File: config.mk
export PLATFORM = sky130hd
export DESIGN_NAME = kwb_cfg
export DESIGN_NICKNAME = d
export VERILOG_FILES = /design/src/hdl/kwb_pkg.sv /design/src/hdl/kwb_cfg.sv
export SDC_FILE = /design/constraint.sdc
export NUM_CORES = 1
export LEC_CHECK = 0
export BUFFER_PORTS_ARGS = -buffer_cell sky130_fd_sc_hd__clkbuf_2
export CAP_MARGIN = 20
export CORE_UTILIZATION = 44
export DETAILED_ROUTE_END_ITERATION = 12
export HOLD_SLACK_MARGIN = 0.05
export PLACE_DENSITY = 0.82
export SLEW_MARGIN = 20
export SYNTH_ARGS = -nofsm -noshare
export SYNTH_HDL_FRONTEND = slang
export SYNTH_SLANG_ARGS = --single-unit
File: constraint.sdc
create_clock -name clk -period 1.3 [get_ports clk]
set_clock_uncertainty 0.15 [all_clocks]
set_input_delay 0.065 -clock clk [delete_from_list [all_inputs] [get_ports clk]]
set_output_delay 0.065 -clock clk [all_outputs]
set_load 0.02 [all_outputs]
File: src/hdl/kwb_pkg.sv
// Shared constants, types and register codes of the keyed watermark blend.
package kwb_pkg;

  // Store geometry and coordinate width.
  localparam int MAX_WM_WIDTH  = 256;
  localparam int MAX_WM_HEIGHT = 256;
  localparam int COORD_BITS    = 12;

  // Pixel and step formats.
  localparam int CH_BITS   = 8;
  localparam int PIX_BITS  = 3 * CH_BITS;
  localparam int STEP_BITS = 24;
  localparam int FRAC_BITS = 16;
  localparam int SIZE_BITS = 9;

  // Derived widths.
  localparam int WX_BITS     = (MAX_WM_WIDTH > 1) ? $clog2(MAX_WM_WIDTH) : 1;
  localparam int WY_BITS     = (MAX_WM_HEIGHT > 1) ? $clog2(MAX_WM_HEIGHT) : 1;
  localparam int STORE_DEPTH = MAX_WM_WIDTH * MAX_WM_HEIGHT;
  localparam int ADDR_BITS   = (STORE_DEPTH > 1) ? $clog2(STORE_DEPTH) : 1;
  localparam int PROD_BITS   = COORD_BITS + STEP_BITS;
  localparam int RND_BITS    = PROD_BITS + 1 - FRAC_BITS;

  // Stream payload widths, padded to whole bytes.
  localparam int IN_FIELD_BITS = 2 * COORD_BITS + PIX_BITS;
  localparam int IN_DATA_BITS  = ((IN_FIELD_BITS + 7) / 8) * 8;
  localparam int OUT_DATA_BITS = ((PIX_BITS + 7) / 8) * 8;

  // Configuration port.
  localparam int CFG_ADDR_BITS = 5;
  localparam int CFG_DATA_BITS = 32;
  localparam int REG_IDX_BITS  = 3;

  localparam logic [REG_IDX_BITS-1:0] REG_OFFSET_X  = 3'd0;
  localparam logic [REG_IDX_BITS-1:0] REG_OFFSET_Y  = 3'd1;
  localparam logic [REG_IDX_BITS-1:0] REG_WM_WIDTH  = 3'd2;
  localparam logic [REG_IDX_BITS-1:0] REG_WM_HEIGHT = 3'd3;
  localparam logic [REG_IDX_BITS-1:0] REG_X_STEP    = 3'd4;
  localparam logic [REG_IDX_BITS-1:0] REG_Y_STEP    = 3'd5;

  // Register reset values.
  localparam logic [SIZE_BITS-1:0] RST_WM_SIZE = 9'd256;
  localparam logic [STEP_BITS-1:0] RST_STEP    = 24'd65536;

  // Action codes carried in tuser.
  localparam logic ACT_LOAD    = 1'b0;
  localparam logic ACT_PROCESS = 1'b1;

  // Configuration register set.
  typedef struct packed {
    logic [COORD_BITS-1:0] offset_x;
    logic [COORD_BITS-1:0] offset_y;
    logic [SIZE_BITS-1:0]  wm_width;
    logic [SIZE_BITS-1:0]  wm_height;
    logic [STEP_BITS-1:0]  x_step;
    logic [STEP_BITS-1:0]  y_step;
  } cfg_t;

  // One input request; rgb holds red in the top byte, blue in the bottom.
  typedef struct packed {
    logic                  action;
    logic [COORD_BITS-1:0] col;
    logic [COORD_BITS-1:0] row;
    logic [PIX_BITS-1:0]   rgb;
  } item_t;

  // Store access issued by the mapping pipeline.
  typedef struct packed {
    logic                 valid;
    logic                 action;
    logic                 hit;
    logic [ADDR_BITS-1:0] addr;
    logic [PIX_BITS-1:0]  rgb;
  } req_t;

endpackage

File: src/hdl/kwb_cfg.sv
// APB-style configuration registers of the keyed watermark blend.
module kwb_cfg (
  input  logic                                clk,
  input  logic                                rst_n,
  input  logic                                psel,
  input  logic                                penable,
  input  logic                                pwrite,
  input  logic [kwb_pkg::CFG_ADDR_BITS-1:0]   paddr,
  input  logic [kwb_pkg::CFG_DATA_BITS-1:0]   pwdata,
  output logic [kwb_pkg::CFG_DATA_BITS-1:0]   prdata,
  output logic                                pready,
  output kwb_pkg::cfg_t                       cfg
);
  import kwb_pkg::*;

  cfg_t                    cfg_r;
  logic [REG_IDX_BITS-1:0] idx;
  logic                    wr;

  assign pready = 1'b1;
  assign idx    = paddr[CFG_ADDR_BITS-1:2];
  assign wr     = psel && penable && pwrite && pready;
  assign cfg    = cfg_r;

  // Register writes in the access phase.
  always_ff @(posedge clk) begin
    if (!rst_n) begin
      cfg_r.offset_x  <= '0;
      cfg_r.offset_y  <= '0;
      cfg_r.wm_width  <= RST_WM_SIZE;
      cfg_r.wm_height <= RST_WM_SIZE;
      cfg_r.x_step    <= RST_STEP;
      cfg_r.y_step    <= RST_STEP;
    end else if (wr) begin
      case (idx)
        REG_OFFSET_X:  cfg_r.offset_x  <= pwdata[COORD_BITS-1:0];
        REG_OFFSET_Y:  cfg_r.offset_y  <= pwdata[COORD_BITS-1:0];
        REG_WM_WIDTH:  cfg_r.wm_width  <= pwdata[SIZE_BITS-1:0];
        REG_WM_HEIGHT: cfg_r.wm_height <= pwdata[SIZE_BITS-1:0];
        REG_X_STEP:    cfg_r.x_step    <= pwdata[STEP_BITS-1:0];
        REG_Y_STEP:    cfg_r.y_step    <= pwdata[STEP_BITS-1:0];
        default: ;
      endcase
    end
  end

  // Read-back multiplexer; unused addresses read as zero.
  always_comb begin
    case (idx)
      REG_OFFSET_X:  prdata = CFG_DATA_BITS'(cfg_r.offset_x);
      REG_OFFSET_Y:  prdata = CFG_DATA_BITS'(cfg_r.offset_y);
      REG_WM_WIDTH:  prdata = CFG_DATA_BITS'(cfg_r.wm_width);
      REG_WM_HEIGHT: prdata = CFG_DATA_BITS'(cfg_r.wm_height);
      REG_X_STEP:    prdata = CFG_DATA_BITS'(cfg_r.x_step);
      REG_Y_STEP:    prdata = CFG_DATA_BITS'(cfg_r.y_step);
      default:       prdata = '0;
    endcase
  end

endmodule

# After elaboration in Yosys (flattened, before gate mapping)
# Index checks and enable logic that the tools add are counted.
# totals
ff_bits	90
latch_bits	0
ramBits	0
mem_bits_ro	0
out_inout_bits	123
wordCells	21
n_memories	0
# classes
addsub	0
mul	0
div	0
n_lt_le_gt_ge	0
n_eq_ne	5
shifts	0
muxes	1
bitwise	0
n_reduce_logical	9
# ops
cell	n
24-bit one-hot mux with 6 select lines	1
2-bit AND reduction	6
3-bit by 2-bit equality test with 1-bit output (second input constant)	2
3-bit equality test (second input constant)	2
3-bit by 1-bit equality test with 1-bit output (second input constant)	1
3-bit zero test	1
1-bit logical AND	2

# Depth between registers and ports, before layout
# logic_depth
word_depth	3
ltp_mapped	6
mapped_depth_nobuf	3

# Worst setup path after synthesis
# No wires, ideal clock.
# synth_path
path_kind	input to output
from	in paddr[3] in the netlist's numbering
to	out prdata[1] in the netlist's numbering
t_arrival_ps	1284
slack_ps	-199
path_stages	5
n_path_buf	2
path_cell_list	buf_2 -> clkbuf_1 -> mux2_2 -> a32oi_1 -> o221ai_1
# synth_between
elab_chain_cells	2
word_cells_on_any_way	7
cone_classes	5 x eq/ne; 1 x mux; 1 x reduce/logical
# synth_lines
element	line_no	rtl
from (decl)	kwb_cfg.sv:8	input logic [kwb_pkg::CFG_ADDR_BITS-1:0] paddr,
3-bit equality test, or another cell as far along	kwb_cfg.sv:49	case (idx)
24-bit one-hot mux with 6 select lines (*)	kwb_cfg.sv:49	
to (decl)	kwb_cfg.sv:10	output logic [kwb_pkg::CFG_DATA_BITS-1:0] prdata,
# Mark *: on every way between the ends. The rest lies on a longest branch, timed or not.

# Worst setup path after layout
# layout_path
from	reg cfg_r, in the netlist cfg[58]
to	out prdata[1] in the netlist's numbering
# layout_between
elab_chain_cells	1
# layout_lines
element	line_no	rtl
from (decl)	kwb_cfg.sv:16	cfg_t cfg_r;
24-bit one-hot mux with 6 select lines	kwb_cfg.sv:49	
# No other way between the ends.

==> results <==
- The flow ran to the end, but the final reports show violations.
- The final reports fail on negative setup slack.
- The average routed wire per standard cell is roughly 17 microns.
- The clock-pin slew of the registers on the worst-case setup and hold paths is around 90 ps.
- The area of the mapped netlist is 0.00414 sq mm.
- The clock passes through at most 2 buffers.
- The netlist uses 30 different library cells.
- The power share of the combinational group is around 11%.
- The die extent in y is about 99 microns.
- Detailed routing placed a total of 6.84 mm of wire on met2.
- The critical path endpoint category is a primary output.
- The wire length of the first global-routing pass is 19.5 mm.
- Setup repair after global routing could not meet its margin everywhere.
- The pre-antenna-repair detailed-routing pass consisted of 5 iterations.
- Row generation in the floorplan step produced 35 rows.
- The worst hold slack across all endpoints is about 130 ps.
- The number of antenna violations at the first check in global routing came to 0.
- For this run, the number of Yosys warnings is 0.
- The final route contains about 4000 vias.
- Summed over all failing endpoints, the final setup total negative slack is -3710 ps.
- The area of the die is around 0.0098 sq mm.
- Setup violations remaining at the end of the flow were counted as 14.
- Once detailed placement completed, the half-perimeter wirelength came to between 8 and 9 mm.
- Global routing used 25.4% of the available tracks.
- The number of global-route vias before repair is approximately 4000.
- Cells fill between 60% and 70% of the core in the end.
- The clock network accounts for between 30% and 40% of the total power.
- The number of vias per cell is about 5.3.
- The CTS tree is done.
- The total leakage power is 0.00298 uW.
- For this run, design rule violations remaining after detail routing come to 0.
- The fraction of layout instances using a drive strength above 1 is between 40% and 50%.
- The signal on the critical path passes through mux2_2 -> a32oi_1 -> o221ai_2 -> clkbuf_2.
- Sequential elements use a little over two fifths of the synthesized area.
- The post-route worst setup slack is -366 ps.
- Grouping stages by cell kind, the critical path spends the most delay in compound AO/OA/AOI/OAI gates.
- With fillers left out, the area of the finished cells amounts to roughly 0.0062 sq mm.
- The final critical path time including I/O delays and setup is between 1500 and 2000 ps.
- The kind of start point of the critical path is a flop.
- Entering global routing, the biggest net connects 47 pins.
- The top layer reached by signal wires is met4.
- Relative to the synthesized area, the layout overhead comes to 49.8%.
- The detailed router put a total of approximately 5.3 mm of wire on met1.
- Synthesis inferred 90 register bits.
- Based on the critical path, the design can be clocked at up to 600 MHz.
- The buffer type at the clock tree root is sky130_fd_sc_hd__clkbuf_8.
- STA puts the critical path data required time at approximately 1100 ps.
- The final number of max-transition violations was 0.
- Fill cells in the final layout number between 600 and 700.
- CTS built an H-tree with a depth of 3.
- The placeable core region is a little over 0.009 sq mm.
- In this run the worst hold path is classified as in -> reg.
- The antenna cell count is 0.
- After technology mapping, the gate count stands at 429.
- The number of nets in the layout is slightly below 700.
- The internal cell power is 4180 uW.
- The count of endpoints failing hold in the final timing report came to 0.
- In this run the tool buffered the top-level ports with roughly 150 buffer cells.
- Excluding fillers, the count of instances in the completed layout stands at ~770.
- The number of clock buffers inserted by TritonCTS is 9.
- For this block, the routed nets add up to 13.3 mm of wire.
- The number of placed instances with taps included is approximately 700.
- Across the VDD grid, the largest voltage drop is roughly 0.00047 V.
- The flip-flop count of the largest register, all copies and words added is 90.
- Max-cap violations in this run came to 0.
- about 170 I/O pins were placed.
- The slowest stage of the critical path is the sky130_fd_sc_hd__dfxtp_1 cell.
- The total overflow left after global routing is 0.
- The worst-path maximum fanout is 2.
- In this run the power spent charging and discharging nets is between 1000 and 1500 uW.
- The number of nets with antenna violations after routing is 0.
- The clock drives 90 sinks.
- Dividing the synthesized area by the synthesized cell count gives 9.64 sq um.
- The power density relative to cell area is 896 mW/mm^2.
- The die width is 99.0 microns.
- The total buffers and inverters traversed by the critical path is 1.
- At the later pin of the worst-skew pair, clock insertion delay measures between 300 and 400 ps.
- Of the total power, the share spent switching nets is 24.7%.
- The part of the cycle the worst path needs is 128%.
- The critical path is of the reg -> out type.
- The data arrival at the endpoint of the critical path is about 1500 ps.
- The global placer's final weighted congestion is 0.831.
- The portion of total power attributed to sequential cells is between 50% and 60%.
- The initial core utilization is 45.2%.
- The first routing iteration left 187 violations.
- After detailed routing, the met3 layer carries roughly 710 microns of wire.
- On the worst path, the slowest cell contributes a delay of approximately 320 ps.
- The placed instances occupy a cell area of ~0.0053 sq mm.
[cell type report]
class	instances	area [sq um]	area share (%)
flip-flops and latches	90	1860	29.9
clock inverters	6	88.8	1.43
clock buffers	10	138	2.22
multi-input cells	298	2230	35.9
inverters	7	26.3	0.424
repair buffers	244	1720	27.8
well taps	111	139	2.24
[timing repair]
item,CTS,global route
hold buffers,25,0
buffers inserted,16,7
hold endpoints to repair,90,0
resized for setup,46,74
endpoints found under the setup margin,15,56
gates cloned,0,1
pin swaps,6,7
[synthesized netlist by cell type (all sizes together)]
cell type / count / area share [%]
a22oi: 2 / 0.36
a2bb2oi: 2 / 0.42
a32oi: 5 / 1.1
buf: 24 / 3.8
clkbuf: 17 / 1.5
conb: 2 / 0.18
dfxtp: 90 / 44
inv: 7 / 0.64
mux2: 7 / 1.9
mux2i: 113 / 27
mux4: 3 / 1.6
nand2: 109 / 9.9
nand2b: 2 / 0.30
nand3: 1 / 0.12
nand4: 1 / 0.30
nand4b: 1 / 0.57
nor2: 17 / 2.0
nor2b: 7 / 1.1
nor3: 1 / 0.24
nor3b: 1 / 0.18
o211ai: 1 / 0.18
o21ai: 4 / 0.48
o221ai: 7 / 1.5
o311ai: 1 / 0.21
or2: 1 / 0.15
or3: 3 / 0.45
[path summary, 6_finish.rpt]
check | startpoint | end | slack, ps | depth (start not counted)
min reg2reg | cfg[36]$_SDFFE_PN0P_ | cfg[36]$_SDFFE_PN0P_ | 320 | 2
max | cfg[58]$_SDFFE_PN0P_ | prdata[1] | -370 | 4
min | penable | cfg[16]$_SDFFE_PN1P_ | 130 | 5
max reg2reg | cfg[78]$_SDFFE_PN0P_ | cfg[78]$_SDFFE_PN0P_ | 360 | 4
[cells in the final DEF (no fill, tap or decap), drive strengths merged, types with 3 or more instances in the layout]
master	Yosys	routed
a32oi	5	5
buf	24	98
clkbuf	17	131
conb	2	9
dfxtp	90	90
dlygate4sd3	0	25
inv	7	8
mux2	7	7
mux2i	113	113
mux4	3	3
nand2	109	109
nor2	17	17
nor2b	7	7
o21ai	4	4
o221ai	7	7
or3	3	3
[cell families after synthesis]
group / after synthesis / synth area share [%]
simple gates: 144 / 15.2
other cells: 2 / 0.182
compound gates: 22 / 4.20
buf+inv: 48 / 5.93
flops: 90 / 43.6
mux: 123 / 30.9
[stage by stage]
stage / total power [uW] / worst slack, ps
floorplan: 3170 / -53.4
global placement: 3340 / -152
detailed placement: 3350 / -157
CTS: 5540 / -387
global route: 5760 / -420
finish: 5550 / -366
[worst register-to-register path, delay by kind of cell, from the launching register on]
kind | cells | cell delay (ps)
buf+inv | 2 | 240
mux | 1 | 60
simple gates | 1 | 50
flops | 1 | 330
[routing by layer]
layer | global-route usage, % | vias up
met4 | 11.8 | 0
met1 | 29.6 | 1955
met5 | 0 | -
li1 | - | 1892
met2 | 44.8 | 168
met3 | 4.96 | 41
[power by group through the flow]
| stage | clock, uW | combinational, uW | sequential (uW) |
|---|---|---|---|
| after global routing | 2310 | 653 | 2790 |
| after floorplan | 0 | 291 | 2880 |
| final | 2140 | 617 | 2790 |
| after detailed placement | 0 | 496 | 2860 |
| after CTS | 2170 | 574 | 2790 |
| after global placement | 0 | 484 | 2850 |
Note: power is estimated with default switching activity, not from simulation.
