File: src/hdl/kwb_pkg.sv
// Shared constants, types and register codes of the keyed watermark blend.
package kwb_pkg;

  // Store geometry and coordinate width.
  localparam int MAX_WM_WIDTH  = 256;
  localparam int MAX_WM_HEIGHT = 256;
  localparam int COORD_BITS    = 12;

  // Pixel and step formats.
  localparam int CH_BITS   = 8;
  localparam int PIX_BITS  = 3 * CH_BITS;
  localparam int STEP_BITS = 24;
  localparam int FRAC_BITS = 16;
  localparam int SIZE_BITS = 9;

  // Derived widths.
  localparam int WX_BITS     = (MAX_WM_WIDTH > 1) ? $clog2(MAX_WM_WIDTH) : 1;
  localparam int WY_BITS     = (MAX_WM_HEIGHT > 1) ? $clog2(MAX_WM_HEIGHT) : 1;
  localparam int STORE_DEPTH = MAX_WM_WIDTH * MAX_WM_HEIGHT;
  localparam int ADDR_BITS   = (STORE_DEPTH > 1) ? $clog2(STORE_DEPTH) : 1;
  localparam int PROD_BITS   = COORD_BITS + STEP_BITS;
  localparam int RND_BITS    = PROD_BITS + 1 - FRAC_BITS;

  // Stream payload widths, padded to whole bytes.
  localparam int IN_FIELD_BITS = 2 * COORD_BITS + PIX_BITS;
  localparam int IN_DATA_BITS  = ((IN_FIELD_BITS + 7) / 8) * 8;
  localparam int OUT_DATA_BITS = ((PIX_BITS + 7) / 8) * 8;

  // Configuration port.
  localparam int CFG_ADDR_BITS = 5;
  localparam int CFG_DATA_BITS = 32;
  localparam int REG_IDX_BITS  = 3;

  localparam logic [REG_IDX_BITS-1:0] REG_OFFSET_X  = 3'd0;
  localparam logic [REG_IDX_BITS-1:0] REG_OFFSET_Y  = 3'd1;
  localparam logic [REG_IDX_BITS-1:0] REG_WM_WIDTH  = 3'd2;
  localparam logic [REG_IDX_BITS-1:0] REG_WM_HEIGHT = 3'd3;
  localparam logic [REG_IDX_BITS-1:0] REG_X_STEP    = 3'd4;
  localparam logic [REG_IDX_BITS-1:0] REG_Y_STEP    = 3'd5;

  // Register reset values.
  localparam logic [SIZE_BITS-1:0] RST_WM_SIZE = 9'd256;
  localparam logic [STEP_BITS-1:0] RST_STEP    = 24'd65536;

  // Action codes carried in tuser.
  localparam logic ACT_LOAD    = 1'b0;
  localparam logic ACT_PROCESS = 1'b1;

  // Configuration register set.
  typedef struct packed {
    logic [COORD_BITS-1:0] offset_x;
    logic [COORD_BITS-1:0] offset_y;
    logic [SIZE_BITS-1:0]  wm_width;
    logic [SIZE_BITS-1:0]  wm_height;
    logic [STEP_BITS-1:0]  x_step;
    logic [STEP_BITS-1:0]  y_step;
  } cfg_t;

  // One input request; rgb holds red in the top byte, blue in the bottom.
  typedef struct packed {
    logic                  action;
    logic [COORD_BITS-1:0] col;
    logic [COORD_BITS-1:0] row;
    logic [PIX_BITS-1:0]   rgb;
  } item_t;

  // Store access issued by the mapping pipeline.
  typedef struct packed {
    logic                 valid;
    logic                 action;
    logic                 hit;
    logic [ADDR_BITS-1:0] addr;
    logic [PIX_BITS-1:0]  rgb;
  } req_t;

endpackage

File: src/hdl/kwb_map.sv
// Coordinate mapping pipeline: placement offset, step scaling, bounds and store address.
module kwb_map (
  input  logic           clk,
  input  logic           rst_n,
  input  logic           en,
  input  logic           item_valid,
  input  kwb_pkg::item_t item,
  input  kwb_pkg::cfg_t  cfg,
  output kwb_pkg::req_t  req
);
  import kwb_pkg::*;

  // Stage 1: offsets from the placement origin.
  logic                  s1_valid_r;
  item_t                 s1_item_r;
  logic                  s1_inside_r;
  logic [COORD_BITS-1:0] s1_dx_r;
  logic [COORD_BITS-1:0] s1_dy_r;

  // Stage 2: products with the steps.
  logic                  s2_valid_r;
  item_t                 s2_item_r;
  logic                  s2_inside_r;
  logic [PROD_BITS-1:0]  s2_px_r;
  logic [PROD_BITS-1:0]  s2_py_r;

  // Stage 3: rounded watermark coordinates and bounds check.
  logic                  s3_valid_r;
  item_t                 s3_item_r;
  logic                  s3_hit_r;
  logic [WX_BITS-1:0]    s3_wx_r;
  logic [WY_BITS-1:0]    s3_wy_r;

  // Stage 4: store request.
  req_t                  req_r;

  logic [PROD_BITS:0]    sum_x;
  logic [PROD_BITS:0]    sum_y;
  logic [RND_BITS-1:0]   rnd_x;
  logic [RND_BITS-1:0]   rnd_y;
  logic                  hit_nxt;
  logic [WX_BITS-1:0]    wx_nxt;
  logic [WY_BITS-1:0]    wy_nxt;

  // Round half up, then check against the used area; loads check the store bounds.
  always_comb begin
    sum_x = {1'b0, s2_px_r} + (PROD_BITS + 1)'(1 << (FRAC_BITS - 1));
    sum_y = {1'b0, s2_py_r} + (PROD_BITS + 1)'(1 << (FRAC_BITS - 1));
    rnd_x = sum_x[PROD_BITS:FRAC_BITS];
    rnd_y = sum_y[PROD_BITS:FRAC_BITS];
    if (s2_item_r.action == ACT_LOAD) begin
      hit_nxt = (32'(s2_item_r.col) < MAX_WM_WIDTH) && (32'(s2_item_r.row) < MAX_WM_HEIGHT);
      wx_nxt  = WX_BITS'(s2_item_r.col);
      wy_nxt  = WY_BITS'(s2_item_r.row);
    end else begin
      hit_nxt = s2_inside_r
             && (32'(rnd_x) < 32'(cfg.wm_width)) && (32'(rnd_x) < MAX_WM_WIDTH)
             && (32'(rnd_y) < 32'(cfg.wm_height)) && (32'(rnd_y) < MAX_WM_HEIGHT);
      wx_nxt  = WX_BITS'(rnd_x);
      wy_nxt  = WY_BITS'(rnd_y);
    end
  end

  // Valid bits of the pipeline.
  always_ff @(posedge clk) begin
    if (!rst_n) begin
      s1_valid_r  <= 1'b0;
      s2_valid_r  <= 1'b0;
      s3_valid_r  <= 1'b0;
      req_r.valid <= 1'b0;
    end else if (en) begin
      s1_valid_r  <= item_valid;
      s2_valid_r  <= s1_valid_r;
      s3_valid_r  <= s2_valid_r;
      req_r.valid <= s3_valid_r;
    end
  end

  // Payload of the pipeline.
  always_ff @(posedge clk) begin
    if (en) begin
      s1_item_r    <= item;
      s1_inside_r  <= (item.col >= cfg.offset_x) && (item.row >= cfg.offset_y);
      s1_dx_r      <= item.col - cfg.offset_x;
      s1_dy_r      <= item.row - cfg.offset_y;

      s2_item_r    <= s1_item_r;
      s2_inside_r  <= s1_inside_r;
      s2_px_r      <= PROD_BITS'(s1_dx_r) * PROD_BITS'(cfg.x_step);
      s2_py_r      <= PROD_BITS'(s1_dy_r) * PROD_BITS'(cfg.y_step);

      s3_item_r    <= s2_item_r;
      s3_hit_r     <= hit_nxt;
      s3_wx_r      <= wx_nxt;
      s3_wy_r      <= wy_nxt;

      req_r.action <= s3_item_r.action;
      req_r.hit    <= s3_hit_r;
      req_r.addr   <= ADDR_BITS'(32'(s3_wy_r) * MAX_WM_WIDTH + 32'(s3_wx_r));
      req_r.rgb    <= s3_item_r.rgb;
    end
  end

  assign req = req_r;

endmodule

File: config.mk
export PLATFORM = sky130hd
export DESIGN_NAME = kwb_map
export DESIGN_NICKNAME = d
export VERILOG_FILES = /design/src/hdl/kwb_pkg.sv /design/src/hdl/kwb_map.sv
export SDC_FILE = /design/constraint.sdc
export NUM_CORES = 1
export LEC_CHECK = 0
export BUFFER_PORTS_ARGS = -buffer_cell sky130_fd_sc_hd__buf_2
export CORE_ASPECT_RATIO = 1.25
export CORE_MARGIN = 2
export CORE_UTILIZATION = 55
export CTS_CLUSTER_SIZE = 16
export DETAILED_ROUTE_END_ITERATION = 12
export PLACE_DENSITY = 0.74
export SYNTH_ARGS = -nofsm -noshare
export SYNTH_HDL_FRONTEND = slang
export SYNTH_SLANG_ARGS = --single-unit
File: constraint.sdc
create_clock -name clk -period 8.35 [get_ports clk]
set_clock_uncertainty 0.15 [all_clocks]
set_input_delay 0.835 -clock clk [delete_from_list [all_inputs] [get_ports clk]]
set_output_delay 0.835 -clock clk [all_outputs]
set_load 0.01 [all_outputs]
# Yosys cells after proc, flatten, opt, wreduce, memory -nomap -nowiden
# Index checks and enable logic that the tools add are counted.
dict set report totals {
  output_inout_bits 43
  input_bits 143
  regBits 284
}
dict set report classes {
  add_sub_neg 5
  multipliers 2
  reduce_logical 6
  n_mux 3
  order_cmp 8
}
# cell n
set ops {}
lappend ops {{adder 36 x 16 -> 37 bit (second input constant)} 2}
lappend ops {{multiplier 12 x 24 -> 36 bit} 2}
lappend ops {{< comparator 21 x 9 -> 1 bit} 2}
lappend ops {{< comparator 21 x 9 -> 1 bit (second input constant)} 2}
lappend ops {{>= comparator 12 bit} 2}
lappend ops {{< comparator 12 x 9 -> 1 bit (second input constant)} 2}
lappend ops {{subtractor 12 bit} 2}
lappend ops {{adder 16 x 8 -> 16 bit} 1}
lappend ops {{two-way mux 8 bit} 2}
lappend ops {{logical AND 1 bit} 6}
lappend ops {{two-way mux 1 bit} 1}

# Depth between registers and ports, before layout
dict set report depth {
  ltp_word 7
  mapped_depth 21
  depth_no_buf 20
}

# Worst setup path after synthesis
# OpenSTA, ideal clock, no wires.
dict set report synth_timing {
  path_kind {input-to-reg}
  from {input port cfg[7] in the netlist's numbering}
  to {register s2_py_r[28], data pin}
  required_ns 7.938
  stages 19
  t_arrival_ns 5.661
  setup_slack_ns 2.277
  path_cell_list {clkbuf_1 > nand2_1 > fa_1 > inv_1 > fa_1 > fa_1 > fa_1 > inv_1 > fa_1 > inv_1 > ha_1 > a21o_1 > a21oi_1 > nand4b_1 > a21oi_1 > o21bai_1 > a221oi_1 > o21bai_1 > xor2_1}
}
dict set report synth_via {
  elab_chain_cells 1
}
# item line
set synth_lines {}
lappend synth_lines {{from (decl)} kwb_map.sv:8} ;# input kwb_pkg::cfg_t cfg,
lappend synth_lines {{multiplier 12 x 24 -> 36 bit} kwb_map.sv:90} ;# s2_py_r <= PROD_BITS'(s1_dy_r) * PROD_BITS'(cfg.y_step);
lappend synth_lines {{to (signal assigned)} kwb_map.sv:90}
lappend synth_lines {{to (decl)} kwb_map.sv:25} ;# logic [PROD_BITS-1:0] s2_py_r;
# No other way between the ends.
# A chain may end at the register's enable or synchronous reset.

# Worst setup path in the final report
dict set report layout_timing {
  from {register s1_dy_r[5]}
  to {register s2_py_r[28], data pin}
}
dict set report layout_via {
  elab_chain_cells 1
}
# item line
set layout_lines {}
lappend layout_lines {{from (decl)} kwb_map.sv:18} ;# logic [COORD_BITS-1:0] s1_dy_r;
lappend layout_lines {{from (signal assigned)} kwb_map.sv:85} ;# s1_dy_r <= item.row - cfg.offset_y;
lappend layout_lines {{multiplier 12 x 24 -> 36 bit} kwb_map.sv:90}
# No other way between the ends.

==> results.tsv <==
metric	value	unit
grt_antenna_before_repair	0	
clk_path_buf_depth	3	
synth_ff_type	edfxtp_1	
path_cells	nand2_1 -> fa_1 -> fa_1 -> inv_1 -> fa_1 -> fa_1 -> inv_1 -> fa_1 -> inv_1 -> ha_1 -> a21o_1 -> a21oi_1 -> nand4b_1 -> a21oi_1 -> o21bai_1 -> a221oi_1 -> o21bai_1 -> xor2_1	
clk_latency	0.53	ns
h-tree-depth	1	
synth_top_area_share	32.78	%
die_w	201.7	um
synth.area.top_cells	fa_1 33%, edfxtp_1 28%, ha_1 8.5%	
crit_buf_inv	3	
grt.total_usage	25.00	%
cts-root-buf	clkbuf_16	
synth_most_common_cell	inv_1	
worstMarginPinSlew	1.170	ns
ys_ff_latch	254	
grt_start_max_net_pins	98	
fin_crit_sh	79.97	%
drc_errors	0	
start_util	55.63	%
stdcell_count	3365	
rsz0062_at_grt	no	
hp-class	flop to flop	
synth_seq_area_share	28.23	%
hpwl	47350	um
num_vias	18208	
ys_warn_count	0	
grt_pass1_wl	99920	um
synthCells	2585	
drv_cap	0	
fin_nets	3469	
crit_fanout	24	
cts-hold-fix-buffers	0	
max_stage_delay	1.09	ns
drt_first_iter_violations	979	
outcome	finished, final reports clean	
cts_tree	yes	
yosys-top-cells-count	551 x inv_1, 450 x nand2_1, 440 x fa_1, 250 x edfxtp_1, 182 x ha_1	
cts_setup_buffers	0	
clk_pin_slew	0.06	ns
crit_required	8.47	ns
crit_arrival	6.80	ns
synthToLayoutAreaGrowth	8.264	%
setup_viol	0	
tns	0	ns
drive_gt1_share	9.666	%
async_reset_ff_share	0	%
synth_nets	3350	
slowest_stage	edfxtp_1	
core_area	48310	um2
endpoint_kind	flop	
n_antenna_cell	0	
yosysTopAreaCell	fa_1	
hold_viol_final	0	
cts_buffers	25	
row_count	90	
viasPerCell	5.411	
fin_crit	6.678	ns
drt-wirelength-per-cell	18.06	um
ios	186	
io_buffers	185	
drtPass1Iterations	7	
fp.dieH	251.1	um
cp-start-kind	flop	
max_freq	149.8	MHz
grt_pass1_vias	19898	
synth-edff-count	250	
gp_congestion	0.9108	
die-area	50660	um2
dp.cells	3321	
ant_nets	0	
wl	60780	um
yosys.cell_types.count	71	
cpMostUsedCell	fa_1	
slew_violations	0	
syn_area_per_cell	10.40	um2
path_class	flop to flop	
cts_resized	0	
relSlewSlack	22.01	%
cp_top_family	adder cells	
cts_sinks	254	
syn_area	26870	um2
overflow	0	
## routing by layer
layer | up-vias | part of all wire (%) | global-route usage [%]
met3 | 151 | 5.4 | 2.515
met2 | 620 | 53 | 45.63
met4 | 0 | 4.1 | 10.38
met5 | - | 0 | 0
met1 | 9211 | 38 | 30.28
li1 | 8226 | - | -
## metrics by stage
| step | hold WS [ns] | cell area (um2) | setup WS [ns] | util (%) |
|---|---|---|---|---|
| 5_1_grt | 0.2562 | 29090 | 1.275 | 60.23 |
| 3_5_place_dp | 0.2545 | 28290 | 1.687 | 58.56 |
| 4_1_cts | 0.2559 | 29090 | 1.735 | 60.23 |
| 3_3_place_gp | 0.2503 | 28290 | 1.870 | 58.56 |
| 6_report | 0.2593 | 29090 | 1.672 | 60.23 |
| 2_1_floorplan | 0.2503 | 26870 | 2.277 | - |
## path summary, 6_finish.rpt
check	from	endpoint	slack, ns	cells after the start
max	s1_dy_r[5]$_DFFE_PP_	s2_py_r[28]$_DFFE_PP_	1.67	18
max reg2reg	s1_dy_r[5]$_DFFE_PP_	s2_py_r[28]$_DFFE_PP_	1.67	18
min reg2reg	s1_item_r[19]$_DFFE_PP_	s2_item_r[19]$_DFFE_PP_	0.26	0
min	s1_item_r[19]$_DFFE_PP_	s2_item_r[19]$_DFFE_PP_	0.26	0
## registers in the layout, indices dropped and copies added, names as in the netlist
register / flops
s1_valid_r: 1
s1_dx_r: 12
s3_hit_r: 1
s1_dy_r: 12
s3_valid_r: 1
s3_wy_r: 8
s3_item_r: 25
s3_wx_r: 8
s2_inside_r: 1
s1_item_r: 49
s2_valid_r: 1
s1_inside_r: 1
s2_py_r: 21
s2_item_r: 49
req: 43
s2_px_r: 21
## cell usage in the layout (no fill, tap or decap), drive strengths merged, types with 5 or more instances in the layout
| cell type | instances |
|---|---|
| fa | 440 |
| nand3 | 33 |
| o21ai | 27 |
| and3 | 7 |
| nor2 | 52 |
| mux2 | 19 |
| clkbuf | 29 |
| clkinv | 11 |
| a211oi | 6 |
| edfxtp | 250 |
| nand4 | 13 |
| o22ai | 7 |
| and2 | 164 |
| buf | 191 |
| nor2b | 18 |
| a21boi | 6 |
| xor2 | 24 |
| xnor2 | 52 |
| nor3 | 21 |
| nand2b | 10 |
| inv | 552 |
| a31oi | 5 |
| a21o | 15 |
| nand2 | 450 |
| o21a | 5 |
| nor4 | 5 |
| or2 | 5 |
| o21bai | 6 |
| ha | 182 |
| a21oi | 53 |
## logic make-up (layout without fill, tap and decap cells)
group | after synthesis | in the layout | synth area share, %
muxes | 23 | 23 | 0.9451
buffers and inverters | 650 | 786 | 9.079
AOI/OAI and AO/OA | 170 | 170 | 4.228
xor gates and xnor gates | 76 | 76 | 2.477
and+or+nand+nor | 790 | 790 | 13.79
DFF | 254 | 254 | 28.23
adders and majority gates | 622 | 622 | 41.25
## cell type report
cell class                      instances  area, um2
Tap cell                              644      805.8
Inverter                              551       2068
Multi-Input combinational cell       1681      16850
Timing Repair Buffer                  191      980.9
Clock buffer                           29      640.6
Clock inverter                         15      165.2
Sequential cell                       254       7587
Fill cell                            3975      19210
Power is not shown: default switching activity piles up to over one toggle a cycle in this logic, so the estimate is an artifact.
