$ cat config.mk
export PLATFORM = sky130hd
export DESIGN_NAME = kwb_ram
export DESIGN_NICKNAME = d
export VERILOG_FILES = /design/src/hdl/kwb_ram.sv
export SDC_FILE = /design/constraint.sdc
export NUM_CORES = 1
export LEC_CHECK = 0
export ABC_AREA = 0
export BUFFER_PORTS_ARGS = -buffer_cell sky130_fd_sc_hd__buf_2
export CELL_PAD_IN_SITES_DETAIL_PLACEMENT = 0
export CELL_PAD_IN_SITES_GLOBAL_PLACEMENT = 1
export CORE_ASPECT_RATIO = 1.1
export CORE_MARGIN = 10
export CORE_UTILIZATION = 40
export CTS_BUF_LIST = sky130_fd_sc_hd__clkbuf_16
export CTS_CLUSTER_SIZE = 20
export DETAILED_ROUTE_END_ITERATION = 10
export PLACE_DENSITY_LB_ADDON = 0.12
export SLEW_MARGIN = 30
export SYNTH_ARGS = -nofsm -noshare
export SYNTH_HDL_FRONTEND = slang
export SYNTH_SLANG_ARGS = --single-unit
$ cat constraint.sdc
create_clock -name clk -period 1.9 [get_ports clk]
set_clock_uncertainty 0.15 [all_clocks]
set_input_delay 0.285 -clock clk [delete_from_list [all_inputs] [get_ports clk]]
set_output_delay 0.285 -clock clk [all_outputs]
set_load 0.01 [all_outputs]
$ cat src/hdl/kwb_ram.sv
// Generic single-write, single-read synchronous RAM with registered read data.
module kwb_ram #(
  parameter int WIDTH = 8,
  parameter int DEPTH = 16,
  localparam int AW = (DEPTH > 1) ? $clog2(DEPTH) : 1
) (
  input  logic             clk,
  input  logic             we,
  input  logic [AW-1:0]    waddr,
  input  logic [WIDTH-1:0] wdata,
  input  logic             re,
  input  logic [AW-1:0]    raddr,
  output logic [WIDTH-1:0] rdata
);

  logic [WIDTH-1:0] mem [DEPTH];

  // Write port and registered read port.
  always_ff @(posedge clk) begin
    if (we) begin
      mem[waddr] <= wdata;
    end
    if (re) begin
      rdata <= mem[raddr];
    end
  end

endmodule

-- Yosys cells after proc, flatten, opt, wreduce, memory -nomap -nowiden
Memory sizes are Yosys's and may differ from the RTL's. A register that Yosys moved wholly into a read port is not among the register bits.
Index checks and enable logic that the tools add are counted.
- register bits: 0
- memory bits (writable): 128
- bits of input ports: 19
- output and inout bits: 8
- memories: 1
- memory list (memory ; words ; bits a word ; read ports ; clocked after memory_dff ; write ports ; line ; source):
    mem ; 16 ; 8 ; 1 ; 1 ; 1 ; 16 ; logic [WIDTH-1:0] mem [DEPTH];
- mux-type cells: 2
- operators with widths (operator ; count):
    two-way mux 1 bit ; 2

-- Logic depth before layout (Yosys ltp)
Gate-level depths: netlist of run 1.
- depth in word-level cells: 2
- mapped depth: 5
- mapped depth without buffers: 3

-- Worst setup path after synthesis of run 1
Ideal clock, no wire load.
- path kind: input port to flip-flop
- start: in waddr[2]
- end: mem mem[0][0], enable pin
- setup time: 0.383 ns
- arrival time: 1.395 ns
- slack: -0.028 ns
- cell stages on the path: 2
- cell sequence: or3b_2 > nor3_1
- RTL lines (what ; line ; source):
    start: declaration ; 9 ; input logic [AW-1:0] waddr,
    end: declaration ; 16 ;
Straight into the memory's write port.

==> parameters.txt, run 1 <==
Parameter                              Value

Power and ir drop
  Overall power of the completed layout    7.18 mW
  Part of the power in combinational logic    0.045
  Clock share of power    0.481
  Switching share of total power    0.187
  IR drop worst, VDD    0.511 mV
  Seq pwr share    0.473
  Internal power    5.83 mW
  Power density of the placed cells    1130 nW/um^2
  Power spent charging and discharging nets    1.34 mW
  P_leak    2.16 nW

Floorplan
  Number of top-level pins    27
  Row cnt    43
  Effective utilization at floorplan    0.412
  Die outline area    18,000 sq um
  Die extent in y    140 um
  Area inside the core boundary    12,700 sq um
  X dimension of the die    129 um

Critical path
  Buffers plus inverters on the worst setup path    0
  Data arrival time of the critical path    1.66 ns
  Setup crit start kind    flip-flop
  Sort of element at the end of the critical path    flip-flop
  Required time of the critical path    1.89 ns
  Cell with the biggest individual delay on the critical path    mux4_1
  Largest stage delay, worst path    0.50 ns
  Critical Setup Path Class    reg -> reg
  CP cell instances    mux4_1 > a22oi_1 > nand2_1
  Maximum fanout along the worst path    1
  Largest delay contributor family on the critical path    multiplexers

Global route
  Vias in the first global route    2,589
  Pin count of the biggest net entering global routing    24
  Wire length of the first global-routing pass    15,700 um
  Number of antenna violations at the first check in global routing    0
  Global router's overall resource usage    0.121
  Overall overflow remaining after global route    0

Layout
  Growth of design area from synthesis to finish    21.3%
  Fraction of final layout cells with drive strength greater than 1    0.326
  Layout Utilization    0.499
  Commonest non-fill, non-tap cell in the layout    edfxtp_1
  Diodes inserted    0
  Area of all placed cells without fillers    6340 sq um
  Total of fill cells in the finished design    1,042
  Final #Nets    307
  Most frequent cells in the layout    136 x edfxtp_1, 26 x buf_2, 20 x buf_4
  Number of non-filler instances in the completed layout    458

Clock network
  CTS root buffer    clkbuf_16
  Depth of the CTS H-tree    4
  Clock slew at reported path FFs    0.06 ns
  Hold buffers post-CTS    0
  Worst-skew pair later-pin latency    0.40 ns
  Number of clock buffers inserted by TritonCTS    17
  Number of buffers inserted to repair setup after CTS    0
  Clock tree from TritonCTS    done
  Post-cts sizing count    0
  Number of buffers between clock root and the deepest sink    2
  Number of clock sinks seen by CTS    136

Placed design
  Buffers added on ports    26
  Cell area after placement    5700 sq um
  Routability-driven placement congestion ratio    0.736
  Placed cell count    426
  Post-Place Worst Slack    -0.120 ns
  Final HPWL from detailed placement    6800 um

Logic synthesis
  Flip-flop and latch count after synthesis    136
  Mapped Cells    229
  Sequential element share of the synthesized area    0.781
  Synthesized netlist net count    248
  Top_reg_cell synth    edfxtp_1
  Average instance area after synthesis    22.8 sq um
  Fraction of registers with async set or reset after synthesis    0
  Netlist area before placement    5230 sq um
  Number of distinct library cells after synthesis    18
  Number of enable flip-flop cells after synthesis    136
  Yosys warning total    0

Route
  Total number of vias    2,424
  Remaining design rule violation count    0
  Routed wire per std cell    22.0 um
  Number of vias per cell    5.29
  Total length of routed wires    10,100 um
  TritonRoute pass-1 iters    4
  Initial DRC count    265
  Remaining number of nets flagged by the antenna check after routing    0

Hold path
  Hold WC Path Type    in -> reg

Job
  Max capacitance violation total    0

Timing
  Max Transition Viols Final    0
  Period utilisation layout    0.878
  Transition time of the tightest slew-check pin    0.714 ns
  Worst Hold Margin    0.0970 ns
  FMAX    0.599 GHz
  Final TNS setup    0 ns
  Relative slew slack    0.523
  Count of endpoints failing setup in the final report    0
  Unrepaired setup endpoints after global routing    false
  Final Hold Fails    0
  Final worst setup slack    0.231 ns
  Time the worst path needs with I/O delays and setup    1.67 ns

Outcome
  Status    completed
## registers in the layout (all words and copies together) (netlist names)
name / count
mem: 128
rdata: 8
## logic make-up after synthesis
family          synth area share
mux                        0.148
flops                      0.781
compound gates            0.0230
simple gates              0.0314
buf+inv                   0.0165
## per-layer routing
metal | GRT usage | vias up | wire (um)
li1 | - | 1101 | -
met1 | 0.157 | 1251 | 4500
met2 | 0.187 | 59 | 4940
met3 | 0.0313 | 13 | 518
met4 | 0.0503 | 0 | 116
met5 | 0 | - | 0
## worst paths after layout
| kind | from | end | slack [ns] | cells past startpoint |
|---|---|---|---|---|
| max | mem[1][5] | rdata[5] | 0.23 | 3 |
| min reg2reg | mem[15][6] | rdata[6] | 0.60 | 3 |
| min | re | rdata[2] | 0.1 | 1 |
| max reg2reg | mem[1][5] | rdata[5] | 0.23 | 3 |
## area by class of cell
| cell class | count | area, sq um | share of cell area |
|---|---|---|---|
| Clock inverter | 15 | 210 | 0.0332 |
| Tap cell | 157 | 196 | 0.0310 |
| Multi-Input combinational cell | 83 | 1060 | 0.168 |
| Clock buffer | 17 | 425 | 0.0671 |
| Timing Repair Buffer | 50 | 360 | 0.0568 |
| Sequential cell | 136 | 4080 | 0.644 |
## power groups by stage
stage	clock network, mW	logic, mW	registers, mW
after floorplan	0	0.171	3.46
after global placement	0	0.331	3.46
after detailed placement	0	0.334	3.46
after CTS	3.53	0.336	3.40
after global routing	3.67	0.358	3.40
final	3.45	0.325	3.40
## cell usage after synthesis (2+ instances only)
cell             instances  share of area
clkdlybuf4s25_2          3         0.0057
buf_2                    3         0.0029
a22oi_1                 16          0.023
nand2_1                  9         0.0065
buf_6                    3         0.0065
mux4_1                  14          0.070
nand3b_1                 2         0.0029
edfxtp_1               136           0.78
nor3_1                   4         0.0038
nor2_1                  13         0.0093
mux4_2                  18          0.078
nand2b_1                 2         0.0024
(Power assumes the default switching activity.)
==> run 2: changes to the inputs <==
--- a/config.mk
+++ b/config.mk
@@ -7,8 +7,6 @@
 export LEC_CHECK = 0
 export ABC_AREA = 0
 export BUFFER_PORTS_ARGS = -buffer_cell sky130_fd_sc_hd__buf_2
-export CELL_PAD_IN_SITES_DETAIL_PLACEMENT = 0
-export CELL_PAD_IN_SITES_GLOBAL_PLACEMENT = 1
 export CORE_ASPECT_RATIO = 1.1
 export CORE_MARGIN = 10
 export CORE_UTILIZATION = 40
==> run 2 against run 1 <==
Against the previous run: critical path depth stayed put; sequential cell count stayed put; fmax is 2.2% higher; largest cell class unchanged; largest power group is now registers; highest routed layer unchanged.
==> parameters.txt, run 2 (synthesis results as in run 1) <==
Parameter                              Value

Outcome
  Status    completed

Timing
  Count of endpoints failing setup in the final report    0
  Transition time of the tightest slew-check pin    0.836 ns
  Final Hold Fails    0
  Unrepaired setup endpoints after global routing    false
  Time the worst path needs with I/O delays and setup    1.63 ns
  Max Transition Viols Final    0
  FMAX    0.613 GHz
  Period utilisation layout    0.859
  Relative slew slack    0.440

Placed design
  Routability-driven placement congestion ratio    0.707
  Buffers added on ports    26
  Placed cell count    429
  Final HPWL from detailed placement    6990 um

Global route
  Met3 usage in global routing    0.0374
  Pin count of the biggest net entering global routing    21
  Most Crowded Layer GR    met2
  Number of antenna violations at the first check in global routing    0
  Global-route track usage on met1    0.171
  Vias in the first global route    2,591
  Met2 routing resource usage after global routing    0.182
  Wire length of the first global-routing pass    16,300 um
  Overall overflow remaining after global route    0
  Global router's overall resource usage    0.126

Critical path
  Maximum fanout along the worst path    1
  CP cell instances    mux4_2 > a22oi_1 > nand2_1
  Sort of element at the end of the critical path    flip-flop
  Cell with the biggest individual delay on the critical path    mux4_2
  Largest stage delay, worst path    0.49 ns
  Setup crit start kind    flip-flop
  Largest delay contributor family on the critical path    multiplexers
  Critical Setup Path Class    reg -> reg
  Buffers plus inverters on the worst setup path    0
  Required time of the critical path    1.91 ns
  Data arrival time of the critical path    1.64 ns

Clock network
  Clock tree from TritonCTS    done
  Worst-skew pair later-pin latency    0.41 ns
  Number of buffers between clock root and the deepest sink    2
  Hold buffers post-CTS    0
  CTS root buffer    clkbuf_16
  Number of clock sinks seen by CTS    136
  Post-cts sizing count    0
  Number of clock buffers inserted by TritonCTS    17
  Depth of the CTS H-tree    4
  Number of buffers inserted to repair setup after CTS    0
  Clock slew at reported path FFs    0.06 ns

Floorplan
  Die extent in y    140 um
  Row cnt    43
  Number of top-level pins    27
  Area inside the core boundary    12,700 sq um
  Effective utilization at floorplan    0.412
  Die outline area    18,000 sq um
  X dimension of the die    129 um

Route
  Routed wire per std cell    23.0 um
  Remaining number of nets flagged by the antenna check after routing    0
  Initial DRC count    178
  Total number of vias    2,484
  Remaining design rule violation count    0
  Number of vias per cell    5.39
  Total length of routed wires    10,600 um
  TritonRoute pass-1 iters    4

Layout
  Growth of design area from synthesis to finish    21.2%
  Commonest non-fill, non-tap cell in the layout    edfxtp_1
  Number of non-filler instances in the completed layout    461
  Final #Nets    310
  Diodes inserted    0
  Register bank with the most flops    mem
  Fraction of final layout cells with drive strength greater than 1    0.339
  Most frequent cells in the layout    136 x edfxtp_1, 26 x buf_2, 23 x buf_4
  Flip-flop count of the largest register after layout    128
  Registers with the most flip-flops    mem x128, rdata x8
  Layout Utilization    0.499

Power and ir drop
  Power spent charging and discharging nets    1.37 mW
  Seq pwr share    0.480
  Clock share of power    0.472
  Power density of the placed cells    1120 nW/um^2
  Internal power    5.70 mW
  P_leak    2.16 nW
  Switching share of total power    0.194
  IR drop worst, VDD    0.835 mV
  Part of the power in combinational logic    0.047

Job
  Max capacitance violation total    0

Hold path
  Hold WC Path Type    in -> reg
## run 2: area by class of cell
cell class / instances / area, sq um
clock inverters: 15 / 184
multi-input cells: 83 / 1060
clock buffers: 17 / 425
repair buffers: 53 / 383
well taps: 157 / 196
flip-flops and latches: 136 / 4080
fillers: 1033 / 6360
## run 2: stage by stage
stage / setup WS, ns / power [mW] / TNS [ns] / cell area, sq um / hold WS [ns]
3_3_place_gp: -0.0554 / 3.80 / -0.208 / 5730 / 0.531
3_5_place_dp: -0.0621 / 3.80 / -0.221 / 5730 / 0.530
5_1_grt: 0.178 / 7.33 / 0 / 6330 / 0.0966
4_1_cts: 0.263 / 7.15 / 0 / 6330 / 0.0918
2_1_floorplan: 0.183 / 3.63 / 0 / 5230 / 0.234
6_report: 0.267 / 7.07 / 0 / 6330 / 0.106
## run 2: layer usage
| metal | vias to the layer above | wire length, um | part of all wire |
|---|---|---|---|
| met5 | - | 0 | 0 |
| met4 | 0 | 210 | 0.020 |
| met2 | 68 | 4900 | 0.46 |
| li1 | 1108 | - | - |
| met3 | 18 | 504 | 0.048 |
| met1 | 1290 | 4980 | 0.47 |
## run 2: path summary, 6_finish.rpt
path / cells after the start / end / slack [ns] / from
hold reg to reg: 3 / rdata[4] / 0.61 / mem[11][4]
hold / removal: 1 / rdata[5] / 0.11 / re
setup / recovery: 3 / rdata[4] / 0.27 / mem[7][4]
setup reg to reg: 3 / rdata[4] / 0.27 / mem[7][4]
## run 2: power groups by stage
| stage | registers, mW | clock network [mW] | logic (mW) |
|---|---|---|---|
| 3_3_place_gp | 3.46 | 0 | 0.340 |
| 4_1_cts | 3.40 | 3.41 | 0.344 |
| 3_5_place_dp | 3.46 | 0 | 0.344 |
| 5_1_grt | 3.40 | 3.56 | 0.367 |
| 6_report | 3.40 | 3.34 | 0.335 |
| 2_1_floorplan | 3.46 | 0 | 0.171 |
## run 2: worst register-to-register path, delay by kind of cell, from the launching register on
family / cells / cell delay [ns]
flip-flops: 1 / 0.36
multiplexers: 1 / 0.49
AND/OR/NAND/NOR: 1 / 0.09
AO/OA/AOI/OAI: 1 / 0.28
==> run 3: changes to the inputs <==
--- a/config.mk
+++ b/config.mk
@@ -6,14 +6,15 @@
 export NUM_CORES = 1
 export LEC_CHECK = 0
 export ABC_AREA = 0
-export BUFFER_PORTS_ARGS = -buffer_cell sky130_fd_sc_hd__buf_2
 export CORE_ASPECT_RATIO = 1.1
 export CORE_MARGIN = 10
 export CORE_UTILIZATION = 40
 export CTS_BUF_LIST = sky130_fd_sc_hd__clkbuf_16
 export CTS_CLUSTER_SIZE = 20
 export DETAILED_ROUTE_END_ITERATION = 10
+export DONT_BUFFER_PORTS = 1
 export PLACE_DENSITY_LB_ADDON = 0.12
+export REMOVE_ABC_BUFFERS = 1
 export SLEW_MARGIN = 30
 export SYNTH_ARGS = -nofsm -noshare
 export SYNTH_HDL_FRONTEND = slang
==> run 3 against run 2 <==
Against the previous run: count of clock-buffer cells in the layout is the same; critical endpoint is now rdata[5]; sequential power is essentially flat; hold slack lost 0.011 ns; largest power group unchanged; via count shrank 4.1%; combinational power shrank 29%; sequential share of layout area grew 2.7 points.
==> parameters.txt, run 3 (synthesis results as in run 1) <==
Parameter                              Value

Job
  Max capacitance violation total    0

Placed design
  Buffers added on ports    0
  Final HPWL from detailed placement    6490 um
  Routability-driven placement congestion ratio    0.688

Clock network
  Clock slew at reported path FFs    0.06 ns
  Number of buffers between clock root and the deepest sink    2
  Number of clock buffers inserted by TritonCTS    17
  Post-cts sizing count    0
  Worst-skew pair later-pin latency    0.41 ns
  Depth of the CTS H-tree    4
  Number of clock sinks seen by CTS    136
  CTS root buffer    clkbuf_16
  Clock tree from TritonCTS    done

Layout
  Diodes inserted    0
  Flip-flop count of the largest register after layout    128
  Register bank with the most flops    mem
  Most frequent cells in the layout    136 x edfxtp_1, 18 x mux4_2, 18 x buf_4
  Fraction of final layout cells with drive strength greater than 1    0.227
  Registers with the most flip-flops    mem x128, rdata x8
  Commonest non-fill, non-tap cell in the layout    edfxtp_1
  Final #Nets    284
  Growth of design area from synthesis to finish    16.3%

Floorplan
  Die outline area    18,000 sq um
  Effective utilization at floorplan    0.412
  Die extent in y    140 um
  Area inside the core boundary    12,700 sq um
  Number of top-level pins    27
  Row cnt    43
  X dimension of the die    129 um

Critical path
  Required time of the critical path    1.91 ns
  Setup crit start kind    flip-flop
  Maximum fanout along the worst path    1
  Sort of element at the end of the critical path    flip-flop
  Critical Setup Path Class    reg -> reg
  Data arrival time of the critical path    1.67 ns

Route
  Total number of vias    2,381
  Remaining number of nets flagged by the antenna check after routing    0
  Initial DRC count    208
  Routed wire per std cell    24.1 um
  TritonRoute pass-1 iters    4
  Number of vias per cell    5.49
  Total length of routed wires    10,500 um
  Remaining design rule violation count    0

Timing
  FMAX    0.602 GHz
  Max Transition Viols Final    0
  Unrepaired setup endpoints after global routing    false
  Transition time of the tightest slew-check pin    0.651 ns
  Final Hold Fails    0
  Count of endpoints failing setup in the final report    0
  Time the worst path needs with I/O delays and setup    1.66 ns
  Relative slew slack    0.565
  Period utilisation layout    0.874
  Worst Hold Margin    0.0947 ns

Global route
  Number of antenna violations at the first check in global routing    0
  Wire length of the first global-routing pass    16,300 um
  Vias in the first global route    2,586
  Overall overflow remaining after global route    0
  Pin count of the biggest net entering global routing    33
  Global router's overall resource usage    0.125

Outcome
  Status    completed

Power and ir drop
  Overall power of the completed layout    6.54 mW
  IR drop worst, VDD    0.366 mV
  Power density of the placed cells    1070 nW/um^2
  P_leak    2.00 nW

Hold path
  Hold WC Path Type    in -> reg
[run 3: cell count changes in the layout (fill, tap and decap cells not counted)]
cell	previous run	this run
clkinv_4	1	0
buf_4	23	18
clkinv_2	5	6
clkinv_1	2	3
buf_2	26	0
inv_1	0	2
nor3_1	3	4
nor3_2	1	0
buf_12	4	0
dlygate4sd3_1	0	9
clkinvlp_4	3	2
bufinv_16	4	1
[run 3: power breakdown]
group | internal, mW | total, mW | switching, mW
logic | 0.117 | 0.239 | 0.122
registers | 3.38 | 3.41 | 0.0282
clock network | 1.75 | 2.89 | 1.14
total | 5.25 | 6.54 | 1.29
[run 3: area by class of cell]
class,instances,area (sq um)
timing repair buffer,27,225
tap,157,196
clock buffer,17,425
multi-input combinational,83,1060
sequential,136,4080
fill,1071,6620
clock inverter,14,93.8
[run 3: stage by stage]
| step | setup TNS, ns | setup WS, ns | area [sq um] | instances | util |
|---|---|---|---|---|---|
| after global routing | 0 | 0.155 | 6080 | 434 | 0.479 |
| after floorplan | -0.223 | -0.0279 | 5140 | 219 | - |
| after CTS | 0 | 0.240 | 6080 | 434 | 0.479 |
| after detailed placement | 0 | 0.251 | 5470 | 394 | 0.431 |
| after global placement | 0 | 0.260 | 5470 | 394 | 0.431 |
| final | 0 | 0.239 | 6080 | 434 | 0.479 |
[run 3: worst paths after layout]
path              startpoint        to  slack [ns]  depth (start not counted)
setup / recovery   mem[1][5]  rdata[5]        0.24                          3
hold reg to reg   mem[14][5]  rdata[5]        0.61                          3
setup reg to reg   mem[1][5]  rdata[5]        0.24                          3
hold / removal      raddr[1]  rdata[5]        0.09                          3
[run 3: worst max-delay path: stages (launching register included)]
cell and delay, ns:
edfxtp_1 0.34, mux4_1 0.50, a22oi_1 0.33, nand2_1 0.08
[run 3: metal layers]
layer / track usage / wire length [um] / vias up
li1: - / - / 1049
met5: 0 / 0 / -
met2: 0.186 / 5030 / 71
met4: 0.0659 / 216 / 0
met3: 0.0374 / 668 / 18
met1: 0.162 / 4540 / 1243
[run 3: timing repair]
item / 4_1_cts / 5_1_grt
endpoints found under the hold margin: 136 / 0
setup buffers: 0 / 0
hold buffers: 9 / 0
